==> config.mk <==
export PLATFORM = sky130hd
export DESIGN_NAME = ppcm_ctrl
export DESIGN_NICKNAME = d
export VERILOG_FILES = /design/src/rtl/ppcm_pkg.sv /design/src/rtl/ppcm_ctrl.sv
export SDC_FILE = /design/constraint.sdc
export NUM_CORES = 1
export LEC_CHECK = 0
export ABC_AREA = 1
export BUFFER_PORTS_ARGS = -buffer_cell sky130_fd_sc_hd__buf_2
export CAP_MARGIN = 30
export CORE_AREA = 3 3 40 42
export DETAILED_ROUTE_END_ITERATION = 10
export DIE_AREA = 0 0 43 45
export PLACE_DENSITY = 0.41
export SYNTH_ARGS = -nofsm -noshare
export SYNTH_HDL_FRONTEND = slang
export SYNTH_SLANG_ARGS = --single-unit
==> constraint.sdc <==
create_clock -name clk -period 1.4 [get_ports clk]
set_clock_uncertainty 0.05 [all_clocks]
set_input_delay 0.07 -clock clk [delete_from_list [all_inputs] [get_ports clk]]
set_output_delay 0.07 -clock clk [all_outputs]
set_load 0.005 [all_outputs]
==> src/rtl/ppcm_pkg.sv <==
package ppcm_pkg;

	localparam int unsigned DATA_W    = 32;
	localparam int unsigned ADDR_W    = 30;
	localparam int unsigned CFG_IDX_W = 2;

	localparam logic [CFG_IDX_W-1:0] CFG_PING_BASE = 2'd0;
	localparam logic [CFG_IDX_W-1:0] CFG_PONG_BASE = 2'd1;
	localparam logic [CFG_IDX_W-1:0] CFG_DEST_BASE = 2'd2;

	typedef enum logic [1:0] {
		ST_IDLE,
		ST_READ,
		ST_WRITE
	} ppcm_state_t;

	typedef struct packed {
		logic cap_load;
		logic rd_issue;
		logic mir_load;
	} ppcm_cmd_t;

	typedef struct packed {
		logic full;
		logic rd_last;
		logic out_free;
	} ppcm_sts_t;

endpackage

==> src/rtl/ppcm_ctrl.sv <==
module ppcm_ctrl import ppcm_pkg::*; (
	input  logic      clk,
	input  logic      arst_n,
	input  logic      in_valid,
	output logic      in_ready,
	input  ppcm_sts_t sts,
	output ppcm_cmd_t cmd
);

	ppcm_state_t state_q, state_d;

	always_ff @(posedge clk or negedge arst_n) begin
		if (!arst_n) begin
			state_q <= ST_IDLE;
		end else begin
			state_q <= state_d;
		end
	end

	always_comb begin
		state_d  = state_q;
		in_ready = 1'b0;
		cmd      = '0;
		case (state_q)
			ST_IDLE: begin
				in_ready     = sts.out_free;
				cmd.cap_load = in_valid && sts.out_free;
				if (cmd.cap_load && sts.full) begin
					state_d = ST_READ;
				end
			end
			ST_READ: begin
				cmd.rd_issue = 1'b1;
				state_d      = ST_WRITE;
			end
			ST_WRITE: begin
				// hold until the output register can take the mirror word
				if (sts.out_free) begin
					cmd.mir_load = 1'b1;
					state_d      = sts.rd_last ? ST_IDLE : ST_READ;
				end
			end
			default: begin
				state_d = ST_IDLE;
			end
		endcase
	end

endmodule

==> qor.yml <==
status: "complete, no violations"
first_global_vias: 175
num_rows: 13
numPortBuffers: 9
synthTopCellsByArea: "dfrtp_1 (37%), inv_1 (20%), nand2_1 (17%)"
peakVddDrop_mv: 0.210
synth_mux_area_share_pct: 0
crit_fanout: 3
synth_cells: 23
synth.avg_cell_area_um2: 5.82
post_cts_buffers: 0
initial_core_util_pct: 10.4
boundaryPins: 10
min_to: "state_q[1]$_DFFE_PN0P_"
drive_gt1_share_pct: 34.3
relSlewSlack_pct: 91.3
drc_errors: 0
die_area_mm2: 0.00194
drtIter0Drc: 0
synth_top_cell_by_area: "dfrtp_1"
yosys.area_share.simple_pct: 33.6
fp.dieH_um: 45
period_needed_ps: 1140
synthAdderAreaFrac_pct: 0
drt_pre_antenna_iters: 1
hold_viol: 0
dp_cells: 46
crit_type: "reg2out"
ys_warn_count: 0
rsz0062_at_grt: "false"
grt_max_degree: 4
setup_tns_ps: 0
drt-total-wl_um: 333
crit_arrival_ps: 1020
clkSinkCount: 2
yosysTopAreaCellShare_pct: 37.4
r2r.worst_path.cells: 4
powerDensity_mw_per_mm2: 1180
cp_data_required_time_ps: 1280
ys_types: 6
r2r-end: "state_q[0]$_DFFE_PN0P_"
synth_area_um2: 134
largest_reg_flops: 2
final_common_cell: "buf_2"
setup_viol: 0
max_freq_mhz: 879
nFillCells: 164
viasPerCell: 3.18
core_area_mm2: 0.00128
path_clk_slew_ps: 30
drv_cap: 0
synth_xor_area_share_pct: 0
synth_compound_area_share_pct: 3.74
register_area_um2: 50.0
place_congestion: 0.672
areaGrowthSynthToFinish_pct: 66.4
layout_common_cells: "buf_2 (9), inv_1 (7), nand2_1 (6), nor2_1 (6), clkbuf_4 (3)"
hpwlAfterDp_um: 264
whs_path_depth: 2
slew_viol_final: 0
hold_path_class: "in2reg"
antenna_cells: 0
reg_top3: "state_q: 2 flops"
timing.rr.start: "state_q[1]$_DFFE_PN0P_"
die_w_um: 43
worstSetupStartpointType: "flip-flop"
min_from: "sts[0]"
seq_area_frac_synth_pct: 37.4
r2r_slack_ps: 600
final_util_pct: 17.3
synth_top_family_by_area: "simple AND/OR/NAND/NOR gates"
holdWs_ps: 20.5
vias: 159
clock-root-buffer: "clkbuf_4"
grt_antenna_before_repair: 0
ys_seq_elements: 2
cts_tree: "yes"
grt_pass1_wl_um: 565
synth_nets: 29
multi_input_area_um2: 50.0
final_cells: 50
cts_buffer_depth: 2
tightest_slew_ps: 130
cts_buffers: 3
min_period_over_period_pct: 81.3
overflow: 0
end_kind: "output port"
htree_levels: 1
grt.total_usage_pct: 4.75
wl_per_cell_um: 6.66
clk_latency_ps: 230
postRouteAntennaNets: 0
regMostFlops: "state_q"
nets: 43
power.leakage_nw: 0.150
==> per-layer routing <==
layer  vias to the layer above  track usage, %  share of wire [%]
met5                         -               0                  0
met4                         0            10.8                5.1
met3                         2            1.99                6.0
met2                         5            6.29                 49
met1                        65            3.13                 40
li1                         87               -                  -
==> layout make-up <==
cell class | instances | area share (%)
inverters | 7 | 11.8
multi-input cells | 13 | 22.5
well taps | 15 | 8.43
flip-flops and latches | 2 | 22.5
repair buffers | 10 | 24.7
clock buffers | 3 | 10.1
==> through the flow <==
stage / power, mW / area (um^2) / setup slack [ps]
floorplan: 0.110 / 134 / 628
global placement: 0.132 / 190 / 498
detailed placement: 0.132 / 190 / 493
CTS: 0.272 / 223 / 243
global route: 0.289 / 223 / 152
finish: 0.263 / 223 / 262
==> repair_timing <==
| action | in CTS | in global routing |
|---|---|---|
| endpoints found under the hold margin | 2 | 0 |
| hold buffers | 1 | 0 |
| resized for setup | 0 | 0 |
| setup endpoints to repair | 0 | 0 |
==> synth_stat cells <==
library cell	count
buf_4	1
dfrtp_1	2
inv_1	7
nand2_1	6
nor2_1	6
o21ai_0	1
==> kinds of logic (layout without fill, tap and decap cells) <==
logic type             Yosys count  after routing
flip-flops                       2              2
AO/OA/AOI/OAI                    1              1
buffers and inverters            8             20
AND/OR/NAND/NOR                 12             12
==> critical path: stages (launching register included) <==
cell,delay (ps)
dfrtp_1,390
nor2_1,150
inv_1,70
nor2_1,80
buf_2,110
==> worst max-delay path by stage <==
stage | start | end | slack (ps) | cells past startpoint
finish | state_q[1]$_DFFE_PN0P_ | cmd[2] | 260 | 4
global route | state_q[1]$_DFFE_PN0P_ | in_ready | 150 | 4
CTS | state_q[1]$_DFFE_PN0P_ | in_ready | 240 | 4
detailed placement | state_q[1]$_DFFE_PN0P_ | cmd[2] | 490 | 4
global placement | state_q[1]$_DFFE_PN0P_ | in_ready | 500 | 4
floorplan | state_q[1]$_DFFE_PN0P_ | cmd[2] | 630 | 3
==> power breakdown <==
group          total, mW  internal [mW]  leakage, nW  switching [mW]
logic             0.0594         0.0275        0.110          0.0319
clock network      0.131         0.0949       0.0138          0.0358
registers         0.0731         0.0667       0.0267         0.00642
total              0.263          0.189        0.150          0.0742
No activity file was read; power rests on OpenSTA's default activity.
